===== config.mk =====
export PLATFORM = sky130hd
export DESIGN_NAME = dual_level_hysteresis_classifier_unit
export DESIGN_NICKNAME = d
export VERILOG_FILES = /design/src/design/dlhc_pkg.sv /design/src/design/dual_level_hysteresis_classifier_unit.sv /design/src/design/dlhc_cfg.sv /design/src/design/dlhc_chan.sv
export SDC_FILE = /design/constraint.sdc
export NUM_CORES = 1
export LEC_CHECK = 0
export BUFFER_PORTS_ARGS = -buffer_cell sky130_fd_sc_hd__buf_4
export CAP_MARGIN = 20
export CORE_ASPECT_RATIO = 0.6
export CORE_MARGIN = 5
export CORE_UTILIZATION = 42
export DETAILED_ROUTE_END_ITERATION = 7
export SLEW_MARGIN = 20
export SYNTH_ARGS = -nofsm -noshare
export SYNTH_HDL_FRONTEND = slang
export SYNTH_SLANG_ARGS = --single-unit

===== constraint.sdc =====
create_clock -name clk -period 4.4 [get_ports clk]
set_clock_uncertainty 0.15 [all_clocks]
set_input_delay 0.22 -clock clk [delete_from_list [all_inputs] [get_ports clk]]
set_output_delay 0.22 -clock clk [all_outputs]
set_load 0.03 [all_outputs]

===== src/design/dlhc_pkg.sv =====
// Shared types and constants for the dual level hysteresis classifier.
package dlhc_pkg;

  // Field widths
  localparam int unsigned RAW_W     = 16;
  localparam int unsigned THR_W     = 20;
  localparam int unsigned CFG_IDX_W = 3;

  // Fault limits, in hundredths
  localparam logic [THR_W-1:0] VOLT_FAULT_LIMIT = 20'd365;
  localparam logic [THR_W-1:0] CURR_FAULT_LIMIT = 20'd10000;

  // Channel levels
  typedef enum logic [1:0] {
    LVL_NORMAL = 2'd0,
    LVL_REDUCE = 2'd1,
    LVL_STOP   = 2'd2,
    LVL_FAULT  = 2'd3
  } level_t;

  // Configuration register indexes
  typedef enum logic [CFG_IDX_W-1:0] {
    REG_VOLT_RISE_HIGH = 3'd0,
    REG_VOLT_FALL_MID  = 3'd1,
    REG_VOLT_RISE_MID  = 3'd2,
    REG_VOLT_FALL_LOW  = 3'd3,
    REG_CURR_RISE_HIGH = 3'd4,
    REG_CURR_FALL_MID  = 3'd5,
    REG_CURR_RISE_MID  = 3'd6,
    REG_CURR_FALL_LOW  = 3'd7
  } cfg_reg_t;

  // One channel's hysteresis thresholds, in hundredths
  typedef struct packed {
    logic [THR_W-1:0] rise_high;
    logic [THR_W-1:0] fall_mid;
    logic [THR_W-1:0] rise_mid;
    logic [THR_W-1:0] fall_low;
  } thr_t;

  localparam thr_t VOLT_THR_RESET = '{
    rise_high: 20'd355, fall_mid: 20'd350, rise_mid: 20'd350, fall_low: 20'd345
  };
  localparam thr_t CURR_THR_RESET = '{
    rise_high: 20'd8000, fall_mid: 20'd8000, rise_mid: 20'd7500, fall_low: 20'd7500
  };

endpackage


===== src/design/dual_level_hysteresis_classifier_unit.sv =====
// Top level of the dual level hysteresis classifier.
// Each input beat (a 16-bit voltage and current reading in tenths) is
// registered in the input register, then classified against the level and
// threshold registers, and the result lands in the output register. One beat
// is accepted every cycle as long as the output side keeps up, the update of
// the two 2-bit level registers setting that rate. Voltage or current above
// its fault limit latches that channel at level 3 until reset, and a voltage
// fault leaves the current level untouched for that beat. The user must write
// thresholds through cfg_write_en/cfg_index/cfg_data only while the block is
// idle; the block itself does not enforce it.
module dual_level_hysteresis_classifier_unit (
  input  logic                            clk,
  input  logic                            rst,
  // configuration
  input  logic                            cfg_write_en,
  input  logic [dlhc_pkg::CFG_IDX_W-1:0]  cfg_index,
  input  logic [dlhc_pkg::THR_W-1:0]      cfg_data,
  // input channel
  input  logic                            in_valid,
  output logic                            in_stall,
  input  logic [dlhc_pkg::RAW_W-1:0]      voltage_raw,
  input  logic [dlhc_pkg::RAW_W-1:0]      current_raw,
  // output channel
  output logic                            out_valid,
  input  logic                            out_stall,
  output logic [1:0]                      voltage_level,
  output logic [1:0]                      current_level,
  output logic                            reading_ok
);

  dlhc_pkg::thr_t              volt_thr;
  dlhc_pkg::thr_t              curr_thr;
  logic                        s1_valid;
  logic [dlhc_pkg::RAW_W-1:0]  s1_volt;
  logic [dlhc_pkg::RAW_W-1:0]  s1_curr;
  logic                        s1_adv;
  logic                        in_take;
  dlhc_pkg::level_t            v_level;
  dlhc_pkg::level_t            v_next;
  dlhc_pkg::level_t            c_level;
  dlhc_pkg::level_t            c_next;
  logic                        v_fault;
  logic                        c_fault;

  dlhc_cfg u_cfg (
    .clk          (clk),
    .rst          (rst),
    .cfg_write_en (cfg_write_en),
    .cfg_index    (cfg_index),
    .cfg_data     (cfg_data),
    .volt_thr     (volt_thr),
    .curr_thr     (curr_thr)
  );

  // Flow control: stage 1 moves on when the output register is free or drains
  assign s1_adv   = !out_valid || !out_stall;
  assign in_stall = s1_valid && !s1_adv;
  assign in_take  = in_valid && !in_stall;

  // Input register
  always_ff @(posedge clk) begin
    if (rst) begin
      s1_valid <= 1'b0;
    end else if (s1_adv || !s1_valid) begin
      s1_valid <= in_valid;
    end
  end

  always_ff @(posedge clk) begin
    if (in_take) begin
      s1_volt <= voltage_raw;
      s1_curr <= current_raw;
    end
  end

  dlhc_chan u_volt (
    .clk         (clk),
    .rst         (rst),
    .raw         (s1_volt),
    .thr         (volt_thr),
    .fault_limit (dlhc_pkg::VOLT_FAULT_LIMIT),
    .en          (1'b1),
    .update      (s1_valid && s1_adv),
    .level       (v_level),
    .level_next  (v_next),
    .fault       (v_fault)
  );

  // Current channel is skipped on a voltage fault
  dlhc_chan u_curr (
    .clk         (clk),
    .rst         (rst),
    .raw         (s1_curr),
    .thr         (curr_thr),
    .fault_limit (dlhc_pkg::CURR_FAULT_LIMIT),
    .en          (!v_fault),
    .update      (s1_valid && s1_adv),
    .level       (c_level),
    .level_next  (c_next),
    .fault       (c_fault)
  );

  // Output register
  always_ff @(posedge clk) begin
    if (rst) begin
      out_valid <= 1'b0;
    end else if (s1_adv) begin
      out_valid <= s1_valid;
    end
  end

  always_ff @(posedge clk) begin
    if (s1_valid && s1_adv) begin
      voltage_level <= v_next;
      current_level <= c_next;
      reading_ok    <= !(v_fault || (!v_fault && c_fault));
    end
  end

  // Fault level never clears
  a_volt_latch: assert property (@(posedge clk) disable iff (rst)
    (v_level == dlhc_pkg::LVL_FAULT) |=> (v_level == dlhc_pkg::LVL_FAULT))
    else $error("voltage fault level left");

  a_curr_latch: assert property (@(posedge clk) disable iff (rst)
    (c_level == dlhc_pkg::LVL_FAULT) |=> (c_level == dlhc_pkg::LVL_FAULT))
    else $error("current fault level left");

  // A failed reading always shows a faulted channel
  a_fail_level: assert property (@(posedge clk) disable iff (rst)
    (out_valid && !reading_ok) |->
      (voltage_level == dlhc_pkg::LVL_FAULT || current_level == dlhc_pkg::LVL_FAULT))
    else $error("reading_ok low without fault level");

  // A voltage fault leaves the current level alone
  a_skip_curr: assert property (@(posedge clk) disable iff (rst)
    (s1_valid && s1_adv && v_fault) |=> $stable(c_level))
    else $error("current level changed on voltage fault");

endmodule


===== src/design/dlhc_cfg.sv =====
// Threshold register file for both channels.
module dlhc_cfg (
  input  logic                            clk,
  input  logic                            rst,
  input  logic                            cfg_write_en,
  input  logic [dlhc_pkg::CFG_IDX_W-1:0]  cfg_index,
  input  logic [dlhc_pkg::THR_W-1:0]      cfg_data,
  output dlhc_pkg::thr_t                  volt_thr,
  output dlhc_pkg::thr_t                  curr_thr
);

  // Register writes by index
  always_ff @(posedge clk) begin
    if (rst) begin
      volt_thr <= dlhc_pkg::VOLT_THR_RESET;
      curr_thr <= dlhc_pkg::CURR_THR_RESET;
    end else if (cfg_write_en) begin
      unique case (dlhc_pkg::cfg_reg_t'(cfg_index))
        dlhc_pkg::REG_VOLT_RISE_HIGH: volt_thr.rise_high <= cfg_data;
        dlhc_pkg::REG_VOLT_FALL_MID:  volt_thr.fall_mid  <= cfg_data;
        dlhc_pkg::REG_VOLT_RISE_MID:  volt_thr.rise_mid  <= cfg_data;
        dlhc_pkg::REG_VOLT_FALL_LOW:  volt_thr.fall_low  <= cfg_data;
        dlhc_pkg::REG_CURR_RISE_HIGH: curr_thr.rise_high <= cfg_data;
        dlhc_pkg::REG_CURR_FALL_MID:  curr_thr.fall_mid  <= cfg_data;
        dlhc_pkg::REG_CURR_RISE_MID:  curr_thr.rise_mid  <= cfg_data;
        dlhc_pkg::REG_CURR_FALL_LOW:  curr_thr.fall_low  <= cfg_data;
        default: ;
      endcase
    end
  end

endmodule


===== src/design/dlhc_chan.sv =====
// One channel: scaling, fault check, hysteresis update and level register.
module dlhc_chan (
  input  logic                        clk,
  input  logic                        rst,
  input  logic [dlhc_pkg::RAW_W-1:0]  raw,
  input  dlhc_pkg::thr_t              thr,
  input  logic [dlhc_pkg::THR_W-1:0]  fault_limit,
  input  logic                        en,         // channel takes part in this beat
  input  logic                        update,     // commit level_next
  output dlhc_pkg::level_t            level,
  output dlhc_pkg::level_t            level_next,
  output logic                        fault
);

  logic [dlhc_pkg::THR_W-1:0] x10;
  dlhc_pkg::level_t           hyst;

  // raw * 10 as two shifts; fits in 20 bits
  assign x10 = ({4'd0, raw} << 3) + ({4'd0, raw} << 1);
  assign fault = (x10 > fault_limit);

  // Hysteresis transitions, first match wins; fault level is sticky
  always_comb begin
    hyst = level;
    case (level)
      dlhc_pkg::LVL_STOP: begin
        if (x10 < thr.fall_low)      hyst = dlhc_pkg::LVL_NORMAL;
        else if (x10 < thr.fall_mid) hyst = dlhc_pkg::LVL_REDUCE;
      end
      dlhc_pkg::LVL_REDUCE: begin
        if (x10 > thr.rise_high)     hyst = dlhc_pkg::LVL_STOP;
        else if (x10 < thr.fall_low) hyst = dlhc_pkg::LVL_NORMAL;
      end
      dlhc_pkg::LVL_NORMAL: begin
        if (x10 > thr.rise_high)     hyst = dlhc_pkg::LVL_STOP;
        else if (x10 > thr.rise_mid) hyst = dlhc_pkg::LVL_REDUCE;
      end
      default: hyst = level;
    endcase
  end

  always_comb begin
    if (!en)        level_next = level;
    else if (fault) level_next = dlhc_pkg::LVL_FAULT;
    else            level_next = hyst;
  end

  // Level register
  always_ff @(posedge clk) begin
    if (rst) begin
      level <= dlhc_pkg::LVL_NORMAL;
    end else if (update) begin
      level <= level_next;
    end
  end

endmodule


-- Word-level counts from Yosys, hierarchy flattened
Cells that the tools add are included.
- input bits: 60
- flip-flop bits (word level): 203
- word-level logic and storage cells: 82
- output and inout bits: 7
- order comparisons: 10
- add/sub/neg operators: 2
- equality and inequality tests: 11
- mux-type cells: 17
- reduce and logical (&&, ||, !) cells: 25
- operators with widths (cell ; count):
    $gt 20x20->1 ; 4
    $lt 20x20->1 ; 4
    $add 19x17->20 ; 2
    $mux 2 ; 15
    $gt 20x14->1 const B ; 1
    $gt 20x9->1 const B ; 1
    $reduce_and 2->1 ; 8
    $eq 3x3->1 const B ; 4
    $pmux 2 s3 ; 2
    $logic_not 1->1 ; 7
    $eq 3x2->1 const B ; 2
    $eq 2x1->1 const B ; 2
    $eq 2x2->1 const B ; 2
    $logic_and 1x1->1 ; 4
    $logic_not 2->1 ; 2
    $eq 3x1->1 const B ; 1
    $logic_not 3->1 ; 1
    $logic_or 1x1->1 ; 3

-- Logic depth before layout (Yosys ltp)
Gate-level depths: netlist of run 1.
- depth after elaboration: 7
- depth in mapped cells: 18
- mapped depth without buffers: 18

-- By module
A second synthesis of run 1 with hierarchy kept.
- cell total of the unflattened synthesis: 1495
- area total of the unflattened synthesis: 13724.4 um^2
- by module, submodules not included (module ; instances ; area an instance (um^2) ; seq. area each (um^2) ; cells each):
    dlhc_cfg ; 1 ; 6203.4 ; 3203.1 ; 570
    dlhc_chan at u_curr ; 1 ; 3165.5 ; 40.0 ; 440
    dlhc_chan at u_volt ; 1 ; 3143.0 ; 40.0 ; 434
    dual_level_hysteresis_classifier_unit ; 1 ; 1212.4 ; 1151.1 ; 51

-- Worst setup path before layout of run 1
No wires, ideal clock.
- path kind: register to register
- start point: register s1_volt[0] in the netlist's numbering
- end point: register voltage_level[0], data pin
- stages on the path, launching flop included: 17
- path slack: 0.096 ns
- arrival time: 3.879 ns
- library setup time: 0.274 ns
- buffers on the path: 0
- period minus slack after synthesis: 4.304 ns
- required time: 3.976 ns
- cell sequence: edfxtp_1 ha_1 inv_1 fa_1 nor2b_1 o31a_1 o311ai_1 a211o_1 o2111ai_1 ha_1 and4_1 or3b_2 nor3_1 a211oi_1 and3_1 a221oi_1 nand3_1
- word-level cells in the longest chain between the ends: 6
- elaborated cells between the ends (all ways): 14
- those cells by class: add/sub: 1; order compare: 5; mux: 8
- RTL lines (what ; line ; text):
    from (decl) ; dual_level_hysteresis_classifier_unit.sv:34 ; logic [dlhc_pkg::RAW_W-1:0] s1_volt;
    from (signal assigned) ; dual_level_hysteresis_classifier_unit.sv:71 ; s1_volt <= voltage_raw;
    $add 19x17->20 * ; dlhc_chan.sv:19 ; assign x10 = ({4'd0, raw} << 3) + ({4'd0, raw} << 1);
    $gt 20x20->1 (tied with other cells) ; dlhc_chan.sv:36 ; else if (x10 > thr.rise_mid) hyst = dlhc_pkg::LVL_REDUCE;
    $mux 2 (on tied branches) ; dlhc_chan.sv:36, dlhc_chan.sv:28, dlhc_chan.sv:32 ;
    $mux 2 (on tied branches) ; dlhc_chan.sv:35, dlhc_chan.sv:27, dlhc_chan.sv:31 ;
    $pmux 2 s3 ; dlhc_chan.sv:25 ; case (level)
    $mux 2 * ; dlhc_chan.sv:44 ; else if (fault) level_next = dlhc_pkg::LVL_FAULT;
    via u_volt.level_next[0] ; dlhc_chan.sv:11 ; output dlhc_pkg::level_t level_next,
    to (signal assigned) ; dual_level_hysteresis_classifier_unit.sv:114 ; voltage_level <= v_next;
    to (decl) ; dual_level_hysteresis_classifier_unit.sv:26 ; output logic [1:0] voltage_level,
Mark *: on every way through the listed nets, which the timed path passes. The rest lies on a longest branch.
A chain may end at the register's enable or synchronous reset.

-- Worst setup path in the final report of run 1
- start point: register s1_curr[2] in the netlist's numbering
- end point: register current_level[0], data pin
- word-level cells in the longest chain between the ends: 7
- elaborated cells between the ends (all ways): 15
- those cells by class: add/sub: 1; order compare: 5; mux: 9
- RTL lines (what ; line ; text):
    from (decl) ; dual_level_hysteresis_classifier_unit.sv:35 ; logic [dlhc_pkg::RAW_W-1:0] s1_curr;
    from (signal assigned) ; dual_level_hysteresis_classifier_unit.sv:72 ; s1_curr <= current_raw;
    $add 19x17->20 * ; dlhc_chan.sv:19 ;
    $gt 20x20->1 (tied with other cells) ; dlhc_chan.sv:36 ;
    $mux 2 (on tied branches) ; dlhc_chan.sv:36, dlhc_chan.sv:28, dlhc_chan.sv:32 ;
    $mux 2 (on tied branches) ; dlhc_chan.sv:35, dlhc_chan.sv:27, dlhc_chan.sv:31 ;
    $pmux 2 s3 ; dlhc_chan.sv:25 ;
    $mux 2 * ; dlhc_chan.sv:44 ;
    $mux 2 * ; dlhc_chan.sv:43 ; if (!en) level_next = level;
    via c_next[0] ; dual_level_hysteresis_classifier_unit.sv:41 ; dlhc_pkg::level_t c_next;
    to (signal assigned) ; dual_level_hysteresis_classifier_unit.sv:115 ; current_level <= c_next;
    to (decl) ; dual_level_hysteresis_classifier_unit.sv:27 ; output logic [1:0] current_level,
Marked as above.

==> impl_metrics.py, run 1 <==
metrics = {
    "outcome": {
        "run_status": "complete, no violations",
    },
    "pwr": {
        "power_density_nw_per_um2": 347,
        "leakagePower_nw": 6.40,
        "vdd.ir_drop.worst_mv": 0.255,
    },
    "die": {
        "dieWidth_microns": 232,
        "core_sq_um": 29000,
        "num_rows": 48,
        "design.portCount": 67,
        "initial_core_util_pct": 42.9,
        "die-area_sq_um": 33300,
        "die_height_microns": 143,
    },
    "cts": {
        "clk_path_buf_depth": 3,
        "clkTransAtPathRegs_ns": 0.07,
        "cts_root_buffer": "clkbuf_16",
        "cts_tree": "yes",
        "htree_levels": 1,
        "clk_latency_ns": 0.53,
        "cts_num_sinks": 203,
        "numCtsBuffers": 21,
    },
    "drt": {
        "wl_per_cell_microns": 17.7,
        "dr.pass1.iters": 5,
        "post-route-drc-count": 0,
        "finalWirelength_mm": 36.8,
        "route.antenna.remaining_nets": 0,
        "total_via_count_in_the_routed_design": 11013,
        "detail_route.iter0.violations": 828,
        "vias_per_cell": 5.30,
    },
    "timing": {
        "actual_slew_at_the_worst_max_slew_pin_ns": 0.937,
        "layout_setup_ws_ns": 0.0495,
        "period_share_pct": 98.9,
        "slew_headroom_pct": 37.3,
        "rsz0062_at_grt": "yes",
        "finalCriticalPeriod_ns": 4.35,
        "hold_ws_ns": 0.159,
        "max_freq_mhz": 230,
        "fin_tns_setup_ns": 0,
        "setup_viol": 0,
        "final-hold-violation-count": 0,
        "final_max_slew_viol_count": 0,
    },
    "finish": {
        "area.growth.synth_to_final_pct": 25.5,
        "finalNetCount": 1905,
        "design_area_sq_um": 15600,
        "drive_above_1_share_pct": 16.4,
        "num-fill-cells": 2694,
        "final_common_cell": "nand2_1",
        "multiInputGateArea_sq_um": 7650,
        "register_area_sq_um": 4430,
        "layout.cells.most_common_list": "nand2_1 (306), a21oi_1 (172), ha_1 (169), dfxtp_1 (166), inv_1 (164)",
        "antenna_cells": 0,
    },
    "global_route": {
        "gr-total-overflow": 0,
        "grt_start_max_net_pins": 97,
        "grt_util_all_layers_pct": 21.4,
        "first_global_vias": 10233,
        "first_pass_grt_wire_length_mm": 57.1,
        "grt_antenna_before_repair": 1,
    },
    "yosys": {
        "netlist_area_sq_um": 12500,
        "synth-main-ff-cell": "dfxtp_1",
        "synth_largest_type_area_fraction_pct": 26.7,
        "synthesized_netlist_net_count": 1751,
        "cells_taking_the_most_area_after_synthesis": "dfxtp_1 (27%), ha_1 (18%), nand2_1 (9.2%), edfxtp_1 (8.9%), a21oi_1 (7.5%)",
        "ys.warnings.count": 0,
        "postSynthRegisterBits": 203,
        "synth_cell_types": 82,
        "post-synth-top-area-cell": "dfxtp_1",
        "postSynthAreaPerCell_sq_um": 8.25,
        "postSynthCellCount": 1509,
        "synth-edff-count": 37,
        "asyncSetResetFlopFracSynth_pct": 0,
        "seq_area_frac_synth_pct": 35.6,
    },
    "setup_path": {
        "cp_common_cell": "a21oi_2",
        "r2r_slack_ns": 0.05,
        "timing.critical_path.from_type": "register",
        "worst-endpoint-required_ns": 4.53,
        "timing.critical_path.arrival_ns": 4.48,
        "reg2reg_depth": 20,
        "cp_slowest_stage_delay_ns": 0.40,
        "critical_path.slowest_cell": "edfxtp_1",
        "cp.buffers_inverters": 3,
        "worst-setup-path-type": "reg -> reg",
        "worst-path-max-fanout": 4,
        "timing.critical_path.cells": "ha_2 -> fa_2 -> a21o_1 -> a22oi_2 -> buf_4 -> buf_4 -> a21oi_2 -> a21oi_2 -> xnor2_2 -> buf_4 -> ha_4 -> a21oi_2 -> o21a_1 -> a21oi_2 -> a311o_1 -> nor2_2 -> nor2_2 -> o21ai_2 -> nand4b_4 -> mux2_4",
        "worst_setup_path_end_kind": "register",
        "cp_num_cells": 20,
        "critical_path.top_delay_family": "compound AO/OA/AOI/OAI gates",
    },
    "place": {
        "dpl_cell_area_sq_um": 13700,
        "io_buffer_count": 66,
        "pre_cts_ws_ns": -0.605,
        "gpl.final_weighted_congestion": 0.899,
        "detailed_place_hpwl_mm": 26.9,
    },
    "hold_path": {
        "hold_depth": 5,
        "kind_of_path_behind_the_tightest_hold_check": "in -> reg",
    },
    "job": {
        "maxCapViolations": 0,
    },
}
[logic make-up (layout without fill, tap and decap cells)]
kind of cell | count (synthesis) | count (layout) | share of synthesized area, %
and+or+nand+nor | 473 | 473 | 17.4
AOI/OAI and AO/OA | 395 | 395 | 19.7
muxes | 3 | 3 | 0.251
DFF | 203 | 203 | 35.6
adders and majority gates | 182 | 182 | 18.4
xor gates and xnor gates | 18 | 18 | 1.27
buffers and inverters | 235 | 404 | 7.37
[synthesized netlist by cell type (3+ instances only)]
cell type and instances:
nand3_1 18, and2_1 6, nor2b_1 19, clkbuf_1 45
nor2_1 34, o31ai_1 5, dfxtp_1 166, a21o_1 45
inv_1 165, xor2_1 10, nor3_1 10, and3_1 9
and4_1 4, or3_1 6, o31a_1 4, o21ai_1 5
a211oi_1 9, ha_1 180, nand4b_1 3, nand2_1 306
a21oi_1 187, xnor2_1 8, nand2b_1 7, clkbuf_2 20
edfxtp_1 37, o21a_1 13, a31oi_1 3, a221oi_1 3
a21boi_0 3, o211ai_1 55, o21ai_0 33, a2111oi_0 5
or2_2 3, nand4_1 27
[registers in the layout, summed over array words and instances, names as in the netlist]
name,cells
u_curr.level,2
s1_volt,16
s1_valid,1
current_level,2
u_cfg.volt_thr,80
reading_ok,1
out_valid,1
voltage_level,2
u_volt.level,2
s1_curr,16
u_cfg.curr_thr,80
[tightest hold or removal path, cell delays in order]
cell	delay, ns
buf_4	0.14
nor3_2	0.05
buf_4	0.22
nand2_1	0.10
a21oi_1	0.05
[worst paths after layout]
check | startpoint | endpoint
max | s1_curr[2]$_DFFE_PP_ | current_level[0]$_DFFE_PP_
min reg2reg | u_cfg.volt_thr[29]$_SDFFE_PP0P_ | u_cfg.volt_thr[29]$_SDFFE_PP0P_
min | cfg_index[1] | u_cfg.volt_thr[64]$_SDFFE_PP0P_
max reg2reg | s1_curr[2]$_DFFE_PP_ | current_level[0]$_DFFE_PP_
[stage by stage]
step	power [mW]	util (%)	std cells
final	5.42	53.9	2078
after global routing	5.71	53.9	2078
after CTS	5.31	52.2	2067
after detailed placement	3.33	47.1	1971
after global placement	3.30	47.1	1971
after floorplan	2.88	-	1509
[what timing repair did]
| action | 4_1_cts | 5_1_grt |
|---|---|---|
| hold endpoints to repair | 194 | 0 |
| setup endpoints to repair | 7 | 8 |
| gates resized for setup | 31 | 70 |
| pin swaps | 7 | 50 |
| cloned | 0 | 0 |
| buffers inserted | 1 | 10 |
| hold buffers | 57 | 0 |
[where the power goes]
| group | internal [mW] | switching (mW) |
|---|---|---|
| logic | 0.688 | 0.838 |
| clock network | 1.07 | 0.835 |
| registers | 1.95 | 0.0347 |
[layout make-up]
cell class | count | share of cell area, %
flip-flops and latches | 203 | 28.4
repair buffers | 200 | 10.8
well taps | 400 | 3.20
multi-input cells | 1071 | 49.0
inverters | 166 | 3.99
clock buffers | 28 | 4.00
clock inverters | 10 | 0.641
[layer usage]
layer  up-vias  routed length (microns)  share of wire, %  track usage, %
met5         -                        7             0.019               0
met4         2                      399               1.1            2.98
met3        36                     2630               7.1            4.30
met2       290                    13800                37            28.9
met1      5152                    20000                54            35.2
li1       5533                        -                 -               -
No activity file was read; power rests on OpenSTA's default activity.
==> run 2, diff against run 1 <==
CORE_UTILIZATION = 51   (was 42)
PLACE_DENSITY = 0.68   (was default)
clock period = 4.25 ns   (was 4.4 ns; I/O delays follow)
==> run 2 against run 1 <==
- sequential power is 4% higher
- combinational power rose by 6%
- fmax down 0.93%
- non-clock buffer count grew 32
- critical path type unchanged
- design area fell by 0.29%
- global-route usage rose by 4.6 points
- flip-flop and latch count unchanged
- routed wire length about the same
- register-to-register slack lost 0.19 ns
- largest cell class unchanged
- final cell count fell by 2.2%
- the run now ends with negative setup slack left
- via count rose by 2.4%
- utilization is 11 points higher
==> impl_metrics.py, run 2 (synthesis results as in run 1) <==
metrics = {
    "drt": {
        "vias_per_cell": 5.55,
        "finalWirelength_mm": 36.8,
        "wl_per_cell_microns": 18.1,
        "detail_route.iter0.violations": 821,
        "route.antenna.remaining_nets": 0,
        "total_via_count_in_the_routed_design": 11273,
        "dr.pass1.iters": 5,
        "post-route-drc-count": 0,
    },
    "timing": {
        "hold_ws_ns": 0.159,
        "rsz0062_at_grt": "yes",
        "max_freq_mhz": 228,
        "setup_viol": 4,
        "finalCriticalPeriod_ns": 4.39,
        "actual_slew_at_the_worst_max_slew_pin_ns": 1.11,
        "fin_tns_setup_ns": -0.331,
        "final_max_slew_viol_count": 0,
        "slew_headroom_pct": 26.0,
        "period_share_pct": 103,
        "layout_setup_ws_ns": -0.141,
        "final-hold-violation-count": 0,
    },
    "cts": {
        "cts_tree": "yes",
        "clkTransAtPathRegs_ns": 0.07,
        "clk_path_buf_depth": 3,
        "cts_root_buffer": "clkbuf_16",
        "clk_latency_ns": 0.53,
        "cts_num_sinks": 203,
        "numCtsBuffers": 21,
        "htree_levels": 1,
    },
    "finish": {
        "finalCoreUtilization_pct": 64.6,
        "layout.cells.most_common_list": "nand2_1 (306), a21oi_1 (179), buf_4 (174), ha_1 (171), dfxtp_1 (166)",
        "area.growth.synth_to_final_pct": 25.1,
        "registers_with_the_highest_flip_flop_counts": "u_cfg.curr_thr: 80 flops, u_cfg.volt_thr: 80 flops",
        "fin_cells": 2033,
        "drive_above_1_share_pct": 17.1,
        "finalNetCount": 1937,
        "final_common_cell": "nand2_1",
    },
    "pwr": {
        "switching_share_pct": 31.4,
        "leakagePower_nw": 6.54,
        "switching_power_mw": 1.76,
        "combPwrFrac_pct": 28.9,
        "internal_power_mw": 3.83,
        "vdd.ir_drop.worst_mv": 0.305,
        "power.clock.fraction_pct": 34.3,
        "seqPwrFrac_pct": 36.8,
        "power_density_nw_per_um2": 359,
    },
    "die": {
        "num_rows": 44,
        "die-area_sq_um": 27700,
        "die_height_microns": 131,
        "dieWidth_microns": 212,
        "core_sq_um": 24100,
        "initial_core_util_pct": 51.6,
        "design.portCount": 67,
    },
    "place": {
        "pre_cts_ws_ns": -0.348,
        "detailed_place_hpwl_mm": 26.2,
        "gpl.final_weighted_congestion": 0.915,
        "place.detailed.instances": 1923,
        "io_buffer_count": 66,
    },
    "global_route": {
        "grt_start_max_net_pins": 98,
        "first_pass_grt_wire_length_mm": 57.1,
        "grt_antenna_before_repair": 0,
        "first_global_vias": 10430,
        "gr-total-overflow": 0,
        "grt_util_all_layers_pct": 26.0,
    },
    "setup_path": {
        "worst_setup_path_end_kind": "register",
        "worst-endpoint-required_ns": 4.35,
        "timing.critical_path.from_type": "register",
        "worst-path-max-fanout": 5,
        "worst-setup-path-type": "reg -> reg",
        "timing.critical_path.arrival_ns": 4.49,
    },
    "hold_path": {
        "kind_of_path_behind_the_tightest_hold_check": "in -> reg",
    },
    "outcome": {
        "violations": "negative setup slack",
        "run_status": "finished with violations",
    },
    "job": {
        "maxCapViolations": 0,
    },
}
-- run 2: final timing paths --
| kind | depth (start not counted) | startpoint | slack [ns] | to |
|---|---|---|---|---|
| setup / recovery | 19 | s1_volt[2]$_DFFE_PP_ | -0.14 | voltage_level[0]$_DFFE_PP_ |
| setup reg to reg | 19 | s1_volt[2]$_DFFE_PP_ | -0.14 | voltage_level[0]$_DFFE_PP_ |
| hold reg to reg | 2 | u_cfg.curr_thr[20]$_SDFFE_PP0P_ | 0.30 | u_cfg.curr_thr[20]$_SDFFE_PP0P_ |
| hold / removal | 5 | cfg_index[1] | 0.16 | u_cfg.volt_thr[64]$_SDFFE_PP0P_ |
-- run 2: critical path, cell delays in order, from the launching register on --
cell and delay (ns):
edfxtp_1 0.43, ha_2 0.23, inv_2 0.06, fa_2 0.23, nor2b_4 0.05, o31a_1 0.31, buf_4 0.17, o311ai_4 0.30
a211o_1 0.17, o2111ai_1 0.09, buf_4 0.19, ha_4 0.27, nand4_1 0.11, nor2_1 0.15, nand4_1 0.17, nor4_2 0.33
o41ai_2 0.15, a21o_1 0.18, a221oi_2 0.27, nand3_1 0.10
-- run 2: timing repair --
| item | CTS | global route |
|---|---|---|
| pin swaps | 14 | 39 |
| buffers inserted | 5 | 10 |
| endpoints found under the hold margin | 194 | 0 |
| endpoints found under the setup margin | 7 | 8 |
| hold buffers | 56 | 0 |
| resized for setup | 46 | 35 |
-- run 2: layout make-up --
class	instances	area [sq um]
multi-input combinational	1071	7520
fill	2051	8530
clock inverter	12	100
antenna	1	2.50
timing repair buffer	232	1890
sequential	203	4430
clock buffer	26	606
inverter	166	623
tap	322	403
-- run 2: per-layer routing --
metal | wire, microns | part of all wire, % | GRT usage, %
met4 | 620 | 1.7 | 5.00
met2 | 14200 | 39 | 36.2
met5 | 0 | 0 | 0
met3 | 3230 | 8.8 | 5.82
met1 | 18800 | 51 | 41.1
-- run 2: power groups by stage --
stage | clock (mW) | sequential (mW) | combinational, mW
floorplan | 0 | 2.09 | 0.890
global placement | 0 | 2.09 | 1.38
detailed placement | 0 | 2.09 | 1.41
CTS | 1.95 | 2.05 | 1.52
global route | 2.03 | 2.06 | 1.79
finish | 1.92 | 2.06 | 1.62
-- run 2: per-stage QoR --
stage / area [sq um] / total power [mW]
6_report: 15600 / 5.59
5_1_grt: 15600 / 5.88
4_1_cts: 15300 / 5.52
3_5_place_dp: 13800 / 3.50
3_3_place_gp: 13800 / 3.47
2_1_floorplan: 12500 / 2.98
==> run 3, diff against run 2 <==
ABC_AREA = 1   (was default)
SLEW_MARGIN = default   (was 20)
==> run 3 against run 2 <==
- the run now ends clean
- register-to-register slack improved by 0.54 ns
- flip-flop and latch count stayed put
- fmax is 14% higher
- highest routed layer is now met5
==> impl_metrics.py, run 3 <==
metrics = {
    "cts": {
        "numCtsBuffers": 21,
        "clk_path_buf_depth": 3,
        "htree_levels": 1,
        "clk_latency_ns": 0.52,
        "clkTransAtPathRegs_ns": 0.07,
        "cts_tree": "yes",
        "cts_num_sinks": 203,
        "cts_root_buffer": "clkbuf_16",
    },
    "pwr": {
        "leakagePower_nw": 7.20,
        "vdd.ir_drop.worst_mv": 0.217,
        "power_density_nw_per_um2": 363,
    },
    "finish": {
        "antenna_cells": 0,
        "registers_with_the_highest_flip_flop_counts": "u_cfg.curr_thr: 80 flops, u_cfg.volt_thr: 80 flops",
        "register_area_sq_um": 4430,
        "area.growth.synth_to_final_pct": 16.9,
        "num-fill-cells": 2179,
        "drive_above_1_share_pct": 7.82,
        "layout.cells.most_common_list": "nand2_1 (363), inv_1 (310), a21oi_1 (209), ha_1 (179), dfxtp_1 (166)",
        "finalNetCount": 2083,
        "final_common_cell": "nand2_1",
        "multiInputGateArea_sq_um": 6930,
    },
    "timing": {
        "final_max_slew_viol_count": 0,
        "rsz0062_at_grt": "no",
        "fin_tns_setup_ns": 0,
        "finalCriticalPeriod_ns": 3.85,
        "setup_viol": 0,
        "slew_headroom_pct": 30.7,
        "period_share_pct": 90.6,
        "actual_slew_at_the_worst_max_slew_pin_ns": 1.04,
        "final-hold-violation-count": 0,
        "layout_setup_ws_ns": 0.398,
        "max_freq_mhz": 260,
    },
    "global_route": {
        "gr-total-overflow": 0,
        "grt_antenna_before_repair": 1,
        "grt_util_all_layers_pct": 24.3,
        "grt_start_max_net_pins": 62,
        "first_global_vias": 10363,
        "first_pass_grt_wire_length_mm": 55.3,
    },
    "hold_path": {
        "kind_of_path_behind_the_tightest_hold_check": "in -> reg",
        "worstHoldStart": "cfg_index[1]",
        "min_delay_worst_endpoint": "u_cfg.volt_thr[8]$_SDFFE_PP1P_",
        "hold_depth": 4,
    },
    "drt": {
        "vias_per_cell": 5.29,
        "finalWirelength_mm": 34.9,
        "post-route-drc-count": 0,
        "wl_per_cell_microns": 16.0,
        "total_via_count_in_the_routed_design": 11506,
        "detail_route.iter0.violations": 1164,
        "route.antenna.remaining_nets": 0,
        "dr.pass1.iters": 8,
    },
    "setup_path": {
        "worst_setup_path_end_kind": "register",
        "timing.critical_path.from_type": "register",
        "worst-endpoint-required_ns": 4.37,
        "reg2reg_depth": 24,
        "timing.critical_path.arrival_ns": 3.97,
        "r2r_slack_ns": 0.40,
        "worstReg2RegStart": "s1_curr[0]$_DFFE_PP_",
        "worst-setup-path-type": "reg -> reg",
        "rr_endpoint": "current_level[0]$_DFFE_PP_",
        "worst-path-max-fanout": 5,
    },
    "place": {
        "io_buffer_count": 66,
        "detailed_place_hpwl_mm": 25.8,
        "gpl.final_weighted_congestion": 0.946,
        "pre_cts_ws_ns": 0.336,
    },
    "yosys": {
        "postSynthCellCount": 1724,
        "synth_largest_type_area_fraction_pct": 26.2,
        "synth_cell_types": 34,
        "asyncSetResetFlopFracSynth_pct": 0,
        "synth_top_cells_by_count": "nand2_1 (363), inv_1 (310), a21oi_1 (209)",
        "synthesized_netlist_net_count": 1966,
        "cells_taking_the_most_area_after_synthesis": "dfxtp_1 (26%), ha_1 (18%), nand2_1 (11%), inv_1 (9.2%), edfxtp_1 (8.8%)",
        "post-synth-top-count-cell": "nand2_1",
        "netlist_area_sq_um": 12700,
        "postSynthRegisterBits": 203,
        "postSynthAreaPerCell_sq_um": 7.36,
        "synth-edff-count": 37,
        "seq_area_frac_synth_pct": 34.9,
        "post-synth-top-area-cell": "dfxtp_1",
        "synth-main-ff-cell": "dfxtp_1",
        "ys.warnings.count": 0,
    },
    "die": {
        "num_rows": 44,
        "design.portCount": 67,
        "initial_core_util_pct": 52.2,
        "die-area_sq_um": 28200,
        "die_height_microns": 132,
        "dieWidth_microns": 214,
        "core_sq_um": 24300,
    },
    "outcome": {
        "run_status": "complete, no violations",
    },
    "job": {
        "maxCapViolations": 0,
    },
}
[run 3: changes by cell type after synthesis, moves of 14 or more]
cell	before	now
nor2_1	34	90
clkbuf_2	20	0
nand2_1	306	363
nor2b_1	19	0
o21ai_0	33	147
inv_1	165	310
nand3_1	18	58
o211ai_1	55	41
a21o_1	45	5
a21oi_1	187	209
[run 3: kinds of logic (layout without fill, tap and decap cells)]
group | count (synthesis) | after routing | synth area share [%]
XOR/XNOR | 6 | 6 | 0.532
adder cells (fa/ha/maj) | 182 | 182 | 18.1
AND/OR/NAND/NOR | 562 | 562 | 18.6
buffers and inverters | 360 | 491 | 10.6
flip-flops | 203 | 203 | 34.9
AO/OA/AOI/OAI | 411 | 411 | 17.3
[run 3: how the worst max path moves through the flow]
| stage | end | startpoint | slack, ns | depth (start not counted) |
|---|---|---|---|---|
| 6_report | current_level[0]$_DFFE_PP_ | s1_curr[0]$_DFFE_PP_ | 0.40 | 24 |
| 5_1_grt | u_curr.level[0]$_SDFFE_PP0P_ | s1_curr[0]$_DFFE_PP_ | 0.008 | 26 |
| 4_1_cts | voltage_level[0]$_DFFE_PP_ | s1_volt[2]$_DFFE_PP_ | 0.32 | 25 |
| 3_5_place_dp | voltage_level[0]$_DFFE_PP_ | s1_volt[2]$_DFFE_PP_ | 0.34 | 25 |
| 3_3_place_gp | voltage_level[0]$_DFFE_PP_ | s1_volt[2]$_DFFE_PP_ | 0.42 | 25 |
| 2_1_floorplan | voltage_level[0]$_DFFE_PP_ | s1_volt[0]$_DFFE_PP_ | 0.81 | 25 |
[run 3: layout make-up]
class                   instances  share of cell area, %
clock inverters                11                  0.776
clock buffers                  26                   3.88
repair buffers                138                   8.03
well taps                     322                   2.72
multi-input cells            1161                   46.7
flip-flops and latches        203                   29.9
inverters                     316                   8.00
[run 3: power breakdown]
part,internal [mW],total (mW),switching (mW)
registers,2.04,2.07,0.0349
clock network,1.09,1.91,0.817
logic,0.525,1.41,0.885
[run 3: repair_timing]
item / 4_1_cts / 5_1_grt
endpoints found under the hold margin: 198 / 0
endpoints found under the setup margin: 0 / 5
resized for setup: 0 / 5
hold buffers: 57 / 0
setup buffers: 0 / 3
[run 3: critical path, cell delays in order, from the launching register on]
cell	delay (ns)
edfxtp_1	0.47
ha_1	0.27
fa_1	0.40
nand3_1	0.12
nand2_1	0.12
nand2_1	0.10
nand2_1	0.08
nand2_1	0.12
nand2_1	0.09
nand3_1	0.10
inv_1	0.10
ha_1	0.31
nand2_1	0.08
nor2_2	0.20
nand2_1	0.10
nor2_1	0.10
o21ai_0	0.11
nand3_1	0.10
nand2_1	0.08
inv_1	0.06
a21oi_1	0.03
nor2_1	0.10
nand3_1	0.08
nand2_1	0.08
nand2_1	0.05
[run 3: layer usage]
layer	up-vias	GRT usage (%)	routed length, microns
li1	5881	-	-
met1	5176	41.3	18400
met2	408	31.7	12800
met3	39	4.35	3240
met4	2	3.46	451
met5	-	0	7
[run 3: through the flow]
stage | power, mW | cells | utilization (%) | hold WS (ns) | area (sq um)
finish | 5.39 | 2177 | 61.0 | 0.117 | 14800
global route | 5.72 | 2177 | 61.0 | 0.150 | 14800
CTS | 5.39 | 2174 | 60.8 | 0.101 | 14800
detailed placement | 3.44 | 2080 | 55.6 | 0.242 | 13500
global placement | 3.40 | 2080 | 55.6 | 0.240 | 13500
floorplan | 3.04 | 1724 | - | 0.161 | 12700
